--- src/hw/rtl/mbw_pkg.sv ---
// Shared types and constants for the maze backtracker walk block.
// Holds the mode and direction codes, the cell and result records and the
// table of direction try orders. Depends on nothing.
`default_nettype none

package mbw_pkg;

  typedef enum logic [1:0] {MODE_START, MODE_STEP, MODE_READ, MODE_NONE} mode_t;

  typedef enum logic [1:0] {DIR_R, DIR_B, DIR_L, DIR_T} dir_t;

  localparam int unsigned NUM_PERMS = 24;

  typedef struct packed {
    logic       vis;
    logic [3:0] walls;
  } cell_t;

  localparam cell_t CELL_CLEAR = '{vis: 1'b0, walls: 4'hF};
  localparam cell_t CELL_START = '{vis: 1'b1, walls: 4'hF};

  typedef struct packed {
    logic [3:0] cur_row;
    logic [3:0] cur_col;
    logic [3:0] walls;
    logic       seen;
    logic       advanced;
    logic [1:0] direction;
    logic       done_res;
  } res_t;

  typedef struct packed {
    logic init;
    logic push;
    logic pop;
    logic rd;
  } stk_ctl_t;

  typedef struct packed {
    logic clear;
    logic wr;
    logic rd;
  } map_ctl_t;

  // Direction tried k-th sits in bits [2k+1:2k]; orders are lexicographic.
  function automatic logic [7:0] perm_dirs(input logic [4:0] order);
    logic [4:0] idx;
    logic [7:0] p;
    idx = (order >= 5'(NUM_PERMS)) ? order - 5'(NUM_PERMS) : order;
    unique case (idx)
      5'd0:  p = {DIR_T, DIR_L, DIR_B, DIR_R};
      5'd1:  p = {DIR_L, DIR_T, DIR_B, DIR_R};
      5'd2:  p = {DIR_T, DIR_B, DIR_L, DIR_R};
      5'd3:  p = {DIR_B, DIR_T, DIR_L, DIR_R};
      5'd4:  p = {DIR_L, DIR_B, DIR_T, DIR_R};
      5'd5:  p = {DIR_B, DIR_L, DIR_T, DIR_R};
      5'd6:  p = {DIR_T, DIR_L, DIR_R, DIR_B};
      5'd7:  p = {DIR_L, DIR_T, DIR_R, DIR_B};
      5'd8:  p = {DIR_T, DIR_R, DIR_L, DIR_B};
      5'd9:  p = {DIR_R, DIR_T, DIR_L, DIR_B};
      5'd10: p = {DIR_L, DIR_R, DIR_T, DIR_B};
      5'd11: p = {DIR_R, DIR_L, DIR_T, DIR_B};
      5'd12: p = {DIR_T, DIR_B, DIR_R, DIR_L};
      5'd13: p = {DIR_B, DIR_T, DIR_R, DIR_L};
      5'd14: p = {DIR_T, DIR_R, DIR_B, DIR_L};
      5'd15: p = {DIR_R, DIR_T, DIR_B, DIR_L};
      5'd16: p = {DIR_B, DIR_R, DIR_T, DIR_L};
      5'd17: p = {DIR_R, DIR_B, DIR_T, DIR_L};
      5'd18: p = {DIR_L, DIR_B, DIR_R, DIR_T};
      5'd19: p = {DIR_B, DIR_L, DIR_R, DIR_T};
      5'd20: p = {DIR_L, DIR_R, DIR_B, DIR_T};
      5'd21: p = {DIR_R, DIR_L, DIR_B, DIR_T};
      5'd22: p = {DIR_B, DIR_R, DIR_L, DIR_T};
      5'd23: p = {DIR_R, DIR_B, DIR_L, DIR_T};
      default: p = {DIR_T, DIR_L, DIR_B, DIR_R};
    endcase
    return p;
  endfunction

endpackage

`default_nettype wire

--- src/hw/rtl/mbw_if.sv ---
// Handshake channels of the maze backtracker walk block: command items in
// and result items out, each with valid, ready and payload. No dependencies.
`default_nettype none

interface mbw_in_if;
  logic       valid;
  logic       ready;
  logic [1:0] mode;
  logic [3:0] row;
  logic [3:0] col;
  logic [4:0] order;

  modport source (output valid, mode, row, col, order, input ready);
  modport sink (input valid, mode, row, col, order, output ready);
endinterface

interface mbw_out_if;
  logic       valid;
  logic       ready;
  logic [3:0] cur_row;
  logic [3:0] cur_col;
  logic [3:0] walls;
  logic       seen;
  logic       advanced;
  logic [1:0] direction;
  logic       done_res;

  modport source (output valid, cur_row, cur_col, walls, seen, advanced, direction, done_res,
                  input ready);
  modport sink (input valid, cur_row, cur_col, walls, seen, advanced, direction, done_res,
                output ready);
endinterface

`default_nettype wire

--- src/hw/rtl/mbw_cell_mem.sv ---
// Cell memory: walls and visited mark of every grid cell, one read and one
// write port, registered read data, and a clearing sweep. Uses mbw_pkg.
`default_nettype none

module mbw_cell_mem
  import mbw_pkg::*;
#(
  parameter int unsigned AW = 8
) (
  input  wire logic          clk,
  input  wire logic          rst,
  input  wire map_ctl_t      ctl,
  input  wire logic [AW-1:0] rd_addr,
  input  wire logic [AW-1:0] wr_addr,
  input  wire cell_t         wr_data,
  output cell_t              rd_data,
  output logic               busy
);

  localparam int unsigned DEPTH = 2 ** AW;

  cell_t         mem [DEPTH];
  logic [AW-1:0] sweep;

  always_ff @(posedge clk) begin
    if (rst) begin
      busy  <= 1'b1;
      sweep <= '0;
    end else if (busy) begin
      if (sweep == '1) begin
        busy <= 1'b0;
      end
      sweep <= sweep + 1'b1;
    end else if (ctl.clear) begin
      busy  <= 1'b1;
      sweep <= '0;
    end
  end

  always_ff @(posedge clk) begin
    if (busy) begin
      mem[sweep] <= CELL_CLEAR;
    end else if (ctl.wr) begin
      mem[wr_addr] <= wr_data;
    end
    if (ctl.rd) begin
      rd_data <= mem[rd_addr];
    end
  end

endmodule

`default_nettype wire

--- src/hw/rtl/mbw_stack.sv ---
// Path stack: cell addresses of the current path in a memory, with the fill
// count and a registered read of the top entry. Uses mbw_pkg.
`default_nettype none

module mbw_stack
  import mbw_pkg::*;
#(
  parameter int unsigned DEPTH = 256,
  parameter int unsigned DW = 8,
  localparam int unsigned CNW = $clog2(DEPTH + 1),
  localparam int unsigned IW = $clog2(DEPTH)
) (
  input  wire logic          clk,
  input  wire logic          rst,
  input  wire stk_ctl_t      ctl,
  input  wire logic [DW-1:0] wr_data,
  output logic [DW-1:0]      rd_data,
  output logic [CNW-1:0]     count
);

  logic [DW-1:0]  mem [DEPTH];
  logic [CNW-1:0] top_m1;
  logic [CNW-1:0] top_m2;
  logic           has_room;

  assign top_m1   = count - CNW'(1);
  assign top_m2   = count - CNW'(2);
  assign has_room = count < CNW'(DEPTH);

  always_ff @(posedge clk) begin
    if (rst) begin
      count <= '0;
    end else if (ctl.init) begin
      count <= CNW'(1);
    end else if (ctl.push && has_room) begin
      count <= count + 1'b1;
    end else if (ctl.pop && count != '0) begin
      count <= count - 1'b1;
    end
  end

  always_ff @(posedge clk) begin
    if (ctl.init) begin
      mem[IW'(0)] <= wr_data;
    end else if (ctl.push && has_room) begin
      mem[count[IW-1:0]] <= wr_data;
    end
    if (ctl.rd) begin
      rd_data <= mem[ctl.pop ? top_m2[IW-1:0] : top_m1[IW-1:0]];
    end
  end

endmodule

`default_nettype wire

--- src/hw/rtl/mbw_ctrl.sv ---
// Sequencer of the maze walk: takes command transactions, drives the cell
// memory and the path stack, and builds each result. Uses mbw_pkg and mbw_if.
`default_nettype none

module mbw_ctrl
  import mbw_pkg::*;
#(
  parameter int unsigned ROWS = 16,
  parameter int unsigned COLS = 16,
  parameter int unsigned RW = 4,
  parameter int unsigned CLW = 4,
  parameter int unsigned CNW = 9
) (
  input  wire logic                clk,
  input  wire logic                rst,
  mbw_in_if.sink                   item,
  input  wire logic                out_free,
  output logic                     res_valid,
  output res_t                     res,
  output map_ctl_t                 map_ctl,
  output logic [RW+CLW-1:0]        map_rd_addr,
  output logic [RW+CLW-1:0]        map_wr_addr,
  output cell_t                    map_wr_data,
  input  wire cell_t               map_rd_data,
  input  wire logic                clr_busy,
  output stk_ctl_t                 stk_ctl,
  output logic [RW+CLW-1:0]        stk_wr_data,
  input  wire logic [RW+CLW-1:0]   stk_rd_data,
  input  wire logic [CNW-1:0]      stk_count
);

  typedef enum logic [3:0] {
    S_IDLE, S_CLR, S_RD, S_TOP, S_CUR, S_PROBE, S_CHECK, S_WCUR, S_BACK, S_BTOP, S_BMAP,
    S_EMIT
  } state_t;

  state_t         state;
  logic [RW-1:0]  cur_r, nb_r, st_r, cand_r, row_sat;
  logic [CLW-1:0] cur_c, nb_c, st_c, cand_c, col_sat;
  cell_t          cur_ent;
  logic [7:0]     dirs;
  logic [1:0]     k;
  dir_t           d, dsel, opp;
  logic           nb_ok, accept, row_in, col_in;
  logic [6:0]     row_w, col_w;

  function automatic logic [3:0] r4(input logic [RW-1:0] v);
    logic [6:0] w;
    w = 7'(v);
    return w[3:0];
  endfunction

  function automatic logic [3:0] c4(input logic [CLW-1:0] v);
    logic [6:0] w;
    w = 7'(v);
    return w[3:0];
  endfunction

  assign item.ready = (state == S_IDLE) && !clr_busy;
  assign accept     = item.valid && item.ready;
  assign res_valid  = (state == S_EMIT) && out_free;

  assign row_w   = 7'(item.row);
  assign col_w   = 7'(item.col);
  assign row_in  = row_w < 7'(ROWS);
  assign col_in  = col_w < 7'(COLS);
  assign row_sat = row_in ? row_w[RW-1:0] : RW'(ROWS - 1);
  assign col_sat = col_in ? col_w[CLW-1:0] : CLW'(COLS - 1);

  assign d   = dir_t'(dirs[{k, 1'b0} +: 2]);
  assign opp = dir_t'(dsel ^ 2'b10);

  always_comb begin
    cand_r = cur_r;
    cand_c = cur_c;
    nb_ok  = 1'b0;
    unique case (d)
      DIR_R: begin
        nb_ok  = cur_c != CLW'(COLS - 1);
        cand_c = cur_c + 1'b1;
      end
      DIR_B: begin
        nb_ok  = cur_r != RW'(ROWS - 1);
        cand_r = cur_r + 1'b1;
      end
      DIR_L: begin
        nb_ok  = cur_c != '0;
        cand_c = cur_c - 1'b1;
      end
      DIR_T: begin
        nb_ok  = cur_r != '0;
        cand_r = cur_r - 1'b1;
      end
    endcase
  end

  always_comb begin
    map_ctl     = '0;
    map_rd_addr = {cur_r, cur_c};
    map_wr_addr = {cur_r, cur_c};
    map_wr_data = cur_ent;
    stk_ctl     = '0;
    stk_wr_data = {nb_r, nb_c};
    unique case (state)
      S_IDLE: begin
        if (accept) begin
          unique case (mode_t'(item.mode))
            MODE_START: map_ctl.clear = 1'b1;
            MODE_STEP:  stk_ctl.rd = stk_count != '0;
            MODE_READ: begin
              map_ctl.rd  = row_in && col_in;
              map_rd_addr = {row_w[RW-1:0], col_w[CLW-1:0]};
            end
            MODE_NONE: ;
          endcase
        end
      end
      S_CLR: begin
        if (!clr_busy) begin
          map_ctl.wr   = 1'b1;
          map_wr_addr  = {st_r, st_c};
          map_wr_data  = CELL_START;
          stk_ctl.init = 1'b1;
          stk_wr_data  = {st_r, st_c};
        end
      end
      S_TOP, S_BTOP: begin
        map_ctl.rd  = 1'b1;
        map_rd_addr = stk_rd_data;
      end
      S_PROBE: begin
        map_ctl.rd  = nb_ok;
        map_rd_addr = {cand_r, cand_c};
      end
      S_CHECK: begin
        map_ctl.wr  = !map_rd_data.vis;
        map_wr_addr = {nb_r, nb_c};
        map_wr_data = '{vis: 1'b1, walls: map_rd_data.walls & ~(4'b1 << opp)};
      end
      S_WCUR: begin
        map_ctl.wr   = 1'b1;
        map_wr_data  = '{vis: cur_ent.vis, walls: cur_ent.walls & ~(4'b1 << dsel)};
        stk_ctl.push = 1'b1;
      end
      S_BACK: begin
        stk_ctl.pop = 1'b1;
        stk_ctl.rd  = stk_count > CNW'(1);
      end
      default: ;
    endcase
  end

  always_ff @(posedge clk) begin
    if (rst) begin
      state <= S_IDLE;
      k     <= '0;
    end else begin
      unique case (state)
        S_IDLE: begin
          if (accept) begin
            dirs <= perm_dirs(item.order);
            k    <= '0;
            st_r <= row_sat;
            st_c <= col_sat;
            res  <= '{cur_row: (mode_t'(item.mode) == MODE_READ) ? item.row : 4'd0,
                      cur_col: (mode_t'(item.mode) == MODE_READ) ? item.col : 4'd0,
                      walls: 4'd0, seen: 1'b0, advanced: 1'b0, direction: 2'b00,
                      done_res: stk_count == '0};
            unique case (mode_t'(item.mode))
              MODE_START: state <= S_CLR;
              MODE_STEP:  state <= (stk_count == '0) ? S_EMIT : S_TOP;
              MODE_READ:  state <= (row_in && col_in) ? S_RD : S_EMIT;
              MODE_NONE:  state <= S_EMIT;
            endcase
          end
        end
        S_CLR: begin
          if (!clr_busy) begin
            res   <= '{cur_row: r4(st_r), cur_col: c4(st_c), walls: CELL_START.walls,
                       seen: 1'b1, advanced: 1'b0, direction: 2'b00, done_res: 1'b0};
            state <= S_EMIT;
          end
        end
        S_RD: begin
          res   <= '{cur_row: res.cur_row, cur_col: res.cur_col, walls: map_rd_data.walls,
                     seen: map_rd_data.vis, advanced: 1'b0, direction: 2'b00,
                     done_res: res.done_res};
          state <= S_EMIT;
        end
        S_TOP: begin
          {cur_r, cur_c} <= stk_rd_data;
          state          <= S_CUR;
        end
        S_CUR: begin
          cur_ent <= map_rd_data;
          state   <= S_PROBE;
        end
        S_PROBE: begin
          if (nb_ok) begin
            nb_r  <= cand_r;
            nb_c  <= cand_c;
            dsel  <= d;
            state <= S_CHECK;
          end else if (k == 2'd3) begin
            state <= S_BACK;
          end else begin
            k <= k + 1'b1;
          end
        end
        S_CHECK: begin
          if (map_rd_data.vis) begin
            if (k == 2'd3) begin
              state <= S_BACK;
            end else begin
              k     <= k + 1'b1;
              state <= S_PROBE;
            end
          end else begin
            res   <= '{cur_row: r4(nb_r), cur_col: c4(nb_c),
                       walls: map_rd_data.walls & ~(4'b1 << opp), seen: 1'b1,
                       advanced: 1'b1, direction: dsel, done_res: 1'b0};
            state <= S_WCUR;
          end
        end
        S_WCUR: state <= S_EMIT;
        S_BACK: begin
          if (stk_count == CNW'(1)) begin
            res   <= '{cur_row: 4'd0, cur_col: 4'd0, walls: 4'd0, seen: 1'b0,
                       advanced: 1'b0, direction: 2'b00, done_res: 1'b1};
            state <= S_EMIT;
          end else begin
            state <= S_BTOP;
          end
        end
        S_BTOP: begin
          {cur_r, cur_c} <= stk_rd_data;
          state          <= S_BMAP;
        end
        S_BMAP: begin
          res   <= '{cur_row: r4(cur_r), cur_col: c4(cur_c), walls: map_rd_data.walls,
                     seen: 1'b1, advanced: 1'b0, direction: 2'b00, done_res: 1'b0};
          state <= S_EMIT;
        end
        S_EMIT: begin
          if (out_free) begin
            state <= S_IDLE;
          end
        end
        default: state <= S_IDLE;
      endcase
    end
  end

endmodule

`default_nettype wire

--- src/hw/rtl/maze_backtracker_walk.sv ---
// Maze backtracker walk, top level: sequencer, cell memory, path stack and
// the result register. Uses mbw_pkg, mbw_if, mbw_cell_mem, mbw_stack, mbw_ctrl.
//
// Usage. Commands arrive as transactions on item (mode, row, col, order) and
// each gives exactly one result transaction on result. A start clears the
// grid, raises every wall and places the start cell on the path; a step
// moves the walk one cell forward, backtracks one cell or reports done;
// a read reports one cell. One command is worked on at a time.
// A start waits on the clearing sweep, one entry a cycle, through all
// R = 2**(clog2(ROWS) + clog2(COLS)) cell memory entries (256 by default).
// A step on an empty path reads no memory; otherwise its time is set by the
// single read port of the cell memory: each in-grid neighbour is probed with
// a read and then a check, a direction off the grid with no read, up to four
// per step. A read of a cell outside the grid reads no memory.
// After reset the cell memory is swept over all R entries; item.ready stays low
// meanwhile. A finished result sits in an output register: the next command
// is taken while it waits, and a further result waits inside until the
// receiver takes the one in front.
`default_nettype none

module maze_backtracker_walk
  import mbw_pkg::*;
#(
  parameter int unsigned ROWS = 16,
  parameter int unsigned COLS = 16
) (
  input wire logic  clk,
  input wire logic  rst,
  mbw_in_if.sink    item,
  mbw_out_if.source result
);

  localparam int unsigned RW = $clog2(ROWS);
  localparam int unsigned CLW = $clog2(COLS);
  localparam int unsigned AW = RW + CLW;
  localparam int unsigned NCELLS = ROWS * COLS;
  localparam int unsigned CNW = $clog2(NCELLS + 1);

  map_ctl_t       map_ctl;
  logic [AW-1:0]  map_rd_addr, map_wr_addr;
  cell_t          map_wr_data, map_rd_data;
  logic           clr_busy;
  stk_ctl_t       stk_ctl;
  logic [AW-1:0]  stk_wr_data, stk_rd_data;
  logic [CNW-1:0] stk_count;
  logic           res_valid, out_free, out_valid;
  res_t           res, out_res;

  mbw_cell_mem #(.AW(AW)) u_cell_mem (
    .clk     (clk),
    .rst     (rst),
    .ctl     (map_ctl),
    .rd_addr (map_rd_addr),
    .wr_addr (map_wr_addr),
    .wr_data (map_wr_data),
    .rd_data (map_rd_data),
    .busy    (clr_busy)
  );

  mbw_stack #(.DEPTH(NCELLS), .DW(AW)) u_stack (
    .clk     (clk),
    .rst     (rst),
    .ctl     (stk_ctl),
    .wr_data (stk_wr_data),
    .rd_data (stk_rd_data),
    .count   (stk_count)
  );

  mbw_ctrl #(.ROWS(ROWS), .COLS(COLS), .RW(RW), .CLW(CLW), .CNW(CNW)) u_ctrl (
    .clk         (clk),
    .rst         (rst),
    .item        (item),
    .out_free    (out_free),
    .res_valid   (res_valid),
    .res         (res),
    .map_ctl     (map_ctl),
    .map_rd_addr (map_rd_addr),
    .map_wr_addr (map_wr_addr),
    .map_wr_data (map_wr_data),
    .map_rd_data (map_rd_data),
    .clr_busy    (clr_busy),
    .stk_ctl     (stk_ctl),
    .stk_wr_data (stk_wr_data),
    .stk_rd_data (stk_rd_data),
    .stk_count   (stk_count)
  );

  assign out_free = !out_valid || result.ready;

  always_ff @(posedge clk) begin
    if (rst) begin
      out_valid <= 1'b0;
    end else if (res_valid) begin
      out_valid <= 1'b1;
    end else if (result.ready) begin
      out_valid <= 1'b0;
    end
  end

  always_ff @(posedge clk) begin
    if (res_valid) begin
      out_res <= res;
    end
  end

  assign result.valid     = out_valid;
  assign result.cur_row   = out_res.cur_row;
  assign result.cur_col   = out_res.cur_col;
  assign result.walls     = out_res.walls;
  assign result.seen      = out_res.seen;
  assign result.advanced  = out_res.advanced;
  assign result.direction = out_res.direction;
  assign result.done_res  = out_res.done_res;

  a_no_overwrite: assert property (@(posedge clk) disable iff (rst)
    res_valid |-> out_free)
    else $error("A result was written over one still waiting to be taken.");

  a_no_accept_in_sweep: assert property (@(posedge clk) disable iff (rst)
    clr_busy |-> !(item.valid && item.ready))
    else $error("A command was taken while the cell memory was being cleared.");

  a_advance_shape: assert property (@(posedge clk) disable iff (rst)
    (res_valid && res.advanced) |-> (res.seen && !res.done_res))
    else $error("An advancing step reported an unvisited cell or an empty path.");

  a_stack_bound: assert property (@(posedge clk) disable iff (rst)
    stk_count <= CNW'(NCELLS))
    else $error("The path stack holds more entries than the grid has cells.");

endmodule

`default_nettype wire
--- src/flat_wrapper.sv ---
// flat-port wrapper written by rule: the top's interface ports become plain ports
module maze_backtracker_walk_flat import mbw_pkg::*;
#(
  parameter int unsigned ROWS = 16,
  parameter int unsigned COLS = 16
)
  (clk, rst, item_valid, item_mode, item_row, item_col, item_order, item_ready, result_valid, result_cur_row, result_cur_col, result_walls, result_seen, result_advanced, result_direction, result_done_res, result_ready);
  mbw_in_if item_i ();
  mbw_out_if result_i ();
  input wire logic clk;
  input wire logic rst;
  input wire logic [$bits(item_i.valid)-1:0] item_valid;
  input wire logic [$bits(item_i.mode)-1:0] item_mode;
  input wire logic [$bits(item_i.row)-1:0] item_row;
  input wire logic [$bits(item_i.col)-1:0] item_col;
  input wire logic [$bits(item_i.order)-1:0] item_order;
  output wire logic [$bits(item_i.ready)-1:0] item_ready;
  output wire logic [$bits(result_i.valid)-1:0] result_valid;
  output wire logic [$bits(result_i.cur_row)-1:0] result_cur_row;
  output wire logic [$bits(result_i.cur_col)-1:0] result_cur_col;
  output wire logic [$bits(result_i.walls)-1:0] result_walls;
  output wire logic [$bits(result_i.seen)-1:0] result_seen;
  output wire logic [$bits(result_i.advanced)-1:0] result_advanced;
  output wire logic [$bits(result_i.direction)-1:0] result_direction;
  output wire logic [$bits(result_i.done_res)-1:0] result_done_res;
  input wire logic [$bits(result_i.ready)-1:0] result_ready;
  assign item_i.valid = item_valid;
  assign item_i.mode = item_mode;
  assign item_i.row = item_row;
  assign item_i.col = item_col;
  assign item_i.order = item_order;
  assign item_ready = item_i.ready;
  assign result_valid = result_i.valid;
  assign result_cur_row = result_i.cur_row;
  assign result_cur_col = result_i.cur_col;
  assign result_walls = result_i.walls;
  assign result_seen = result_i.seen;
  assign result_advanced = result_i.advanced;
  assign result_direction = result_i.direction;
  assign result_done_res = result_i.done_res;
  assign result_i.ready = result_ready;
  maze_backtracker_walk #(.ROWS(ROWS), .COLS(COLS)) u_core (.clk(clk), .rst(rst), .item(item_i), .result(result_i));
endmodule
--- config.mk ---
export PLATFORM = sky130hd
export DESIGN_NAME = maze_backtracker_walk_flat
export DESIGN_NICKNAME = d
export VERILOG_FILES = /design/src/hw/rtl/mbw_pkg.sv /design/src/hw/rtl/mbw_if.sv /design/src/hw/rtl/mbw_cell_mem.sv /design/src/hw/rtl/mbw_stack.sv /design/src/hw/rtl/mbw_ctrl.sv /design/src/hw/rtl/maze_backtracker_walk.sv /design/src/flat_wrapper.sv
export SDC_FILE = /design/constraint.sdc
export NUM_CORES = 2
export LEC_CHECK = 0
export ABC_AREA = 1
export BUFFER_PORTS_ARGS = -buffer_cell sky130_fd_sc_hd__buf_4
export CAP_MARGIN = 10
export CORE_UTILIZATION = 55
export CTS_CLUSTER_DIAMETER = 150
export DETAILED_ROUTE_END_ITERATION = 8
export GPL_ROUTABILITY_DRIVEN = 0
export MAX_ROUTING_LAYER = met4
export PLACE_DENSITY_LB_ADDON = 0.05
export RECOVER_POWER = 25
export SYNTH_ARGS = -nofsm -noshare
export SYNTH_HDL_FRONTEND = slang
export SYNTH_SLANG_ARGS = --single-unit
export TNS_END_PERCENT = 100
--- constraint.sdc ---
create_clock -name clk -period 14.8 [get_ports clk]
set_clock_uncertainty 0.1 [all_clocks]
set_input_delay 0 -clock clk [delete_from_list [all_inputs] [get_ports clk]]
set_output_delay 0 -clock clk [all_outputs]
set_load 0.005 [all_outputs]
; ---- Yosys cells after proc, flatten, opt, wreduce, memory -nomap -nowiden
; Memory sizes are Yosys's and may differ from the RTL's. A register that Yosys moved wholly into a read port is not among the register bits.
; Cells that the tools add are included.
[word_totals]
register_bits = 90
ram_bits = 3328
rom_bits = 256
inputBits = 19
out_inout_bits = 19
wordCells = 203
n_memories = 3
[mem_list]
columns = memory, depth, width, read_ports, rd_clocked_by_memory_dff, write_ports, line_no
row1 = u_core.u_stack.mem, 256, 8, 1, 1, 1, mbw_stack.sv:21  ; logic [DW-1:0] mem [DEPTH];
row2 = u_core.u_cell_mem.mem, 256, 5, 1, 1, 1, mbw_cell_mem.sv:22  ; cell_t mem [DEPTH];
row3 = (name not given), 32, 8, 1, 1, 0, mbw_pkg.sv:50  ; unique case (idx)
[op_classes]
add_sub_neg = 10
n_lt_le_gt_ge = 5
n_eq_ne = 30
shifts = 3
muxes = 78
bitwise = 7
n_reduce_logical = 37
[ops]
columns = op, n
row1 = 17-bit case mux with 6 select lines, 1
row2 = 8-bit two-way mux, 11
row3 = 17-bit two-way mux, 4
row4 = 4-bit two-way mux, 11
row5 = 4-bit case mux with 10 select lines, 1
row6 = 1-bit two-way mux, 29
row7 = 8-bit case mux with 3 select lines, 1
row8 = 9-bit two-way mux, 2
row9 = "4-bit by 3-bit equality test with 1-bit output, second input constant", 4
row10 = "4-bit equality test, second input constant", 4
row11 = 4-bit case mux with 2 select lines, 2
row12 = 4-bit case mux with 4 select lines, 1
row13 = 8-bit case mux with 2 select lines, 1
row14 = 5-bit two-way mux, 3
row15 = 5-bit case mux with 3 select lines, 1
row16 = "2-bit != test, second input constant", 6
row17 = "2-bit equality test, second input constant", 5
row18 = "4-bit by 5-bit less-than comparator with 1-bit output, second input constant", 2
row19 = 2-bit two-way mux, 5
row20 = "9-bit by 1-bit adder with 9-bit output, second input constant", 1
row21 = "9-bit by 1-bit equality test with 1-bit output, second input constant", 1
row22 = "9-bit by 1-bit > comparator with 1-bit output, second input constant", 1
row23 = 9-bit logical NOT, 1
row24 = "9-bit less-than comparator, second input constant", 1
row25 = other kinds (44), 71

; ---- Longest topological paths before layout
[logic_depth]
depth_word = 8
depth_mapped = 24
mapped_depth_nobuf = 23

; ---- Cells and area by module
; A second synthesis with hierarchy kept.
[unflattened]
cells_unflattened = 13205
area_unflattened_um2 = 147407.6
[modules_own_cells]
columns = mod, instances, cells_each, area_per_inst_um2, seq_area_each_um2
row1 = mbw_stack, 1, 8047, 89508.3, 61919.4
row2 = mbw_cell_mem, 1, 4635, 53222.3, 38767.2
row3 = mbw_ctrl, 1, 501, 4124.0, 1801.7
row4 = maze_backtracker_walk, 1, 22, 553.0, 530.5

; ---- Least setup slack after synthesis
; Ideal clock, no wire load.
[synth_path]
path_kind = reg2reg
start = register u_core.u_cell_mem.busy
end = memory u_core.u_stack.mem[0][0], data pin
setup_time_ps = 2188
arrival_time_ps = 10946
required_time_ps = 12512
path_slack_ps = 1566
path_stages_with_launch = 6
n_path_buf = 3
period_less_slack_ps = 13234
cell_sequence = dfxtp_1 > buf_2 > clkbuf_1 > nor2_1 > clkbuf_1 > o21ai_0
[synth_between]
elab_chain_cells = 3
[synth_lines]
columns = element, line_no
row1 = start: declaration, mbw_cell_mem.sv:17  ; output logic busy
row2 = start signal: assignment, mbw_cell_mem.sv:27  ; busy <= 1'b1;
row3 = start signal: assignment, mbw_cell_mem.sv:31  ; busy <= 1'b0;
row4 = start signal: assignment, mbw_cell_mem.sv:35  ; busy <= 1'b1;
row5 = 8-bit two-way mux, mbw_ctrl.sv:119  ; if (!clr_busy) begin
row6 = 8-bit two-way mux, mbw_ctrl.sv:104  ; unique case (state)
row7 = net u_core.stk_wr_data[0], maze_backtracker_walk.sv:44  ; logic [AW-1:0] stk_wr_data, stk_rd_data;
row8 = 8-bit two-way mux (no source line), n/a
row9 = end: declaration, mbw_stack.sv:21
; The timed path passes the listed nets, and every way through them passes these cells.

; ---- Worst setup path in the final report
[layout_path]
start = register u_core.u_ctrl.state[2]
end = memory u_core.u_cell_mem.mem[126][4] (netlist bit), data pin
[layout_between]
elab_chain_cells = 7
elab_cells_between_ends = 10
classes_between = eq/ne (3) / mux (6) / reduce/logical (1)
[layout_lines]
columns = element, line_no
row1 = start: declaration, mbw_ctrl.sv:37  ; state_t state;
row2 = start signal: assignment, mbw_ctrl.sv:171  ; MODE_STEP: state <= (stk_count == '0) ? S_EMIT : S_TOP;
row3 = start signal: assignment, mbw_ctrl.sv:172  ; MODE_READ: state <= (row_in && col_in) ? S_RD : S_EMIT;
row4 = 4-bit by 3-bit equality test with 1-bit output / 4-bit by 1-bit equality test with 1-bit output (equally long branches), mbw_ctrl.sv:104
row5 = 1-bit case mux with 3 select lines, mbw_ctrl.sv:104
row6 = 1-bit two-way mux, mbw_cell_mem.sv:43  ; end else if (ctl.wr) begin
row7 = 1-bit two-way mux, mbw_cell_mem.sv:41  ; if (busy) begin
row8 = 1-bit two-way mux (not written as such), mbw_cell_mem.sv:44  ; mem[wr_addr] <= wr_data;
row9 = 5-bit OR reduction (no source line), n/a
row10 = 5-bit two-way mux (no source line) *, n/a
row11 = end: declaration, mbw_cell_mem.sv:22
; Every way passes the cells marked *; elsewhere a longest branch is shown, timed or not.

==> reports/metrics.yaml <==
route:
  route.detailed.drc: 0
  detail_route.first_pass.iterations: 6
  vias_per_cell: 6.16
  routed_wirelength_um: 403000
  antenna_left: 0
  dr_total_vias: 94800
  avgRoutedWirePerCell_um: 26.1
  detail_route.iter0.violations: 11100
power:
  power.static_leakage_nw: 54.8
  power.switching_fraction_pct: 35.0
  p_switching_w: 0.00978
  p_clk_share_pct: 32.3
  ir_worst_vdd_mv: 0.191
  power_frac_seq_pct: 38.0
  pwr_density_cell_mw_per_mm2: 176
  p_int_w: 0.0182
  comb_power_share_pct: 29.7
grt:
  antenna_found_initial: 2
  grt_pass1_vias: 90700
  maximum_number_of_pins_on_one_net_before_global_route_repair: 218
  grt_pass1_wl_um: 593000
  grt.overflow.total: 0
  grt_util_all_layers_pct: 31.0
worst_setup_path:
  timing.critical_path.fanout_max: 69
  critPathMaxStageDelay_ps: 2480
  worstPathBufferInverterCount: 6
  cp.arrival_ps: 8630
  worstSetupPathDepth: 10
  criticalPathCategory: "flop to flop"
  cp-end-kind: "flop"
  timing.critical_path.cells: "nor2_1 > clkinv_1 > nor2_1 > inv_1 > a31oi_1 > inv_1 > nor2_4 > clkbuf_1 > buf_4 > buf_4"
  worstRegToRegCells: 10
  cp-start-kind: "flop"
  cp_top_family: "buffers and inverters"
  critical-path-slowest-cell: "sky130_fd_sc_hd__clkbuf_1"
  crit_required_ps: 15240
clock_network:
  post-cts-setup-buffers: 0
  max_h_tree_level: 5
  cts.clk_slew.worst_paths_ps: 60
  cts_tree: "done"
  clk_root_buffer_cell: "sky130_fd_sc_hd__clkbuf_16"
  clock_sinks: 3439
  cts_inserted_buffers: 361
  clock_path_buffers: 4
  worst_skew_pair.late_latency_ps: 930
logic_synthesis:
  fraction_of_the_yosys_area_taken_by_sequential_cells_pct: 71.7
  synthFlopType: "sky130_fd_sc_hd__edfxtp_1"
  netlist_instances: 11900
  number_of_warnings_issued_by_yosys: 0
  async_reset_ff_share_pct: 0
  yosys_register_bits: 3439
  syn_nets: 12000
  netlist_area_mm2: 0.144
  synthesis.area_per_instance_um2: 12.0
  yosysUniqueCellTypes: 55
  count_of_flip_flops_with_a_built_in_enable_after_synthesis: 3414
die:
  floorplan.initialDensity_pct: 55.3
  floorplan.die.height_um: 513
  dieWidth_um: 513
  ios: 38
  std_cell_rows: 187
  core_box_area_mm2: 0.259
  floorplan.die_area_mm2: 0.263
cells_and_area:
  stdcell_area_mm2: 0.158
  areaGrowthSynthToFinish_pct: 10.2
  layoutNonFillerInstCount: 15400
  fraction_of_layout_cells_with_a_size_suffix_above_1_pct: 6.27
  final_net_count: 11700
timing:
  slew_viol_final: 1254
  final.setup.tns_ps: 0
  hold_slack_ps: 62.2
  clock.fmax_mhz: 122
  grt_setup_unrepaired: "no"
  finalCritPeriodShare_pct: 55.3
  hold_violations: 0
  worstMarginPinSlew_ps: 4540
  finalCriticalPeriod_ps: 8190
  setup-violations-final: 0
  worst_slew_margin_rel_pct: -202
worst_hold_path:
  worstHoldPathType: "input pin to flop"
  worstHoldPathCells: 4
place:
  dpl.cell_count: 14700
  numPortBuffers: 37
  place_area_mm2: 0.146
  hpwlAfterDp_um: 223000
status:
  outcome: "finished with violations"
  failed_checks: "capacitance limit, slew limit"
flow_run:
  timing.max_cap.violations: 20
==> per-layer routing <==
layer	part of all wire, %	wire, um	vias up	GRT usage (%)
li1	-	-	42700	-
met1	40	161000	47100	40.8
met2	47	191000	4165	48.4
met3	7.2	28800	939	3.86
met4	5.3	21400	0	14.7
met5	0	0	-	-
==> worst reg2reg max path: cells and delay by family (launching register included) <==
kind                   cells  cell delay (ps)
AO/OA/AOI/OAI              1              730
buffers and inverters      6             5380
flip-flops                 1              340
AND/OR/NAND/NOR            3             1220
==> state kept, by name, summed over array words and instances, names as in the netlist, 5 cells and up <==
register	cells
u_core.u_ctrl.res	17
u_core.u_ctrl.dirs	8
u_core.u_ctrl.cur_ent	5
u_core.u_cell_mem.rd_data	5
u_core.u_stack.count	9
u_core.u_stack.mem	2048
u_core.u_cell_mem.mem	1280
u_core.u_cell_mem.sweep	8
u_core.u_stack.rd_data	8
==> path summary, 6_finish.rpt <==
check                                                 end  slack, ps                                start
setup reg to reg  u_core.u_cell_mem.mem[126][4]$_DFFE_PP_       6610  u_core.u_ctrl.state[2]$_SDFFE_PP0P_
hold / removal             u_core.u_ctrl.res[9]$_DFFE_PP_         60                          item_col[0]
hold reg to reg          u_core.result.walls[0]$_DFFE_PP_        320   u_core.u_ctrl.res[5]$_SDFFCE_PP0P_
setup / recovery  u_core.u_cell_mem.mem[126][4]$_DFFE_PP_       6610  u_core.u_ctrl.state[2]$_SDFFE_PP0P_
==> power by group through the flow <==
stage,clock (W),combinational [W],sequential [W]
global placement,0,0.00811,0.0108
finish,0.00904,0.00829,0.0106
CTS,0.00911,0.00824,0.0106
global route,0.00946,0.00905,0.0106
floorplan,0,0.00577,0.0108
detailed placement,0,0.00820,0.0108
==> cells in the final DEF (no fill, tap or decap), drive strengths merged, types with 25 or more instances in the layout <==
master / count
bufinv: 36
nand3: 1427
dlygate4sd3: 43
clkbuf: 491
buf: 143
o21ai: 1163
nor3: 32
dfxtp: 25
nand2: 1213
clkinv: 166
o221ai: 186
o22ai: 322
o211ai: 291
edfxtp: 3414
nand3b: 361
nor2: 1665
a21oi: 43
inv: 827
==> area by class of cell <==
class	instances	area [um2]
diodes	6	15.0
clock buffers	444	9670
clock inverters	211	2060
fillers	20300	101000
inverters	830	3150
multi-input cells	6831	34200
flip-flops and latches	3439	103000
well taps	3402	4260
repair buffers	233	1970
==> per-stage QoR <==
| stage | setup slack, ps | utilization, % | total power (W) |
|---|---|---|---|
| after global placement | 8370 | 56.4 | 0.0189 |
| after detailed placement | 8260 | 56.4 | 0.0190 |
| after global routing | 6000 | 61.0 | 0.0291 |
| after floorplan | 1570 | - | 0.0166 |
| after CTS | 8250 | 61.1 | 0.0280 |
| final | 6610 | 61.0 | 0.0279 |
==> cell usage after synthesis, types with 6 or more instances <==
cell type	count	area share, %
sky130_fd_sc_hd__o21ai_1	13	0.045
sky130_fd_sc_hd__inv_1	803	2.1
sky130_fd_sc_hd__o211ai_1	291	1.5
sky130_fd_sc_hd__nor3_1	32	0.11
sky130_fd_sc_hd__o21ai_0	1145	4.0
sky130_fd_sc_hd__clkbuf_1	539	1.4
sky130_fd_sc_hd__o221ai_1	186	1.1
sky130_fd_sc_hd__nand3_1	1425	5.0
sky130_fd_sc_hd__inv_2	23	0.060
sky130_fd_sc_hd__nand4_1	19	0.083
sky130_fd_sc_hd__nor2_1	1652	4.3
sky130_fd_sc_hd__o22ai_1	322	1.4
sky130_fd_sc_hd__nand2_1	1209	3.2
sky130_fd_sc_hd__a211oi_1	7	0.037
sky130_fd_sc_hd__ha_1	24	0.21
sky130_fd_sc_hd__nor2_2	10	0.044
sky130_fd_sc_hd__buf_2	255	0.89
sky130_fd_sc_hd__a21oi_1	39	0.14
sky130_fd_sc_hd__buf_4	7	0.037
sky130_fd_sc_hd__dfxtp_1	25	0.35
sky130_fd_sc_hd__nand3b_1	361	1.9
sky130_fd_sc_hd__xor2_1	12	0.073
sky130_fd_sc_hd__o21bai_1	23	0.12
sky130_fd_sc_hd__edfxtp_1	3414	71
sky130_fd_sc_hd__buf_1	46	0.12
sky130_fd_sc_hd__a31oi_1	6	0.026
==> timing repair <==
item                                    in CTS  in global routing
hold buffers                                43                  0
endpoints found under the hold margin      105                  0
endpoints found under the setup margin       0                  0
resized for setup                            0                  0
==> kinds of logic (layout without fill, tap and decap cells) <==
kind of cell,count (synthesis),after routing,share of synthesized area (%)
adders and majority gates,26,26,0.237
xor gates and xnor gates,15,15,0.0915
DFF,3439,3439,71.7
and+or+nand+nor,4722,4722,14.7
other,0,6,0
buffers and inverters,1677,1718,4.62
AOI/OAI and AO/OA,2068,2068,8.65
Note: power is estimated with default switching activity, not from simulation.
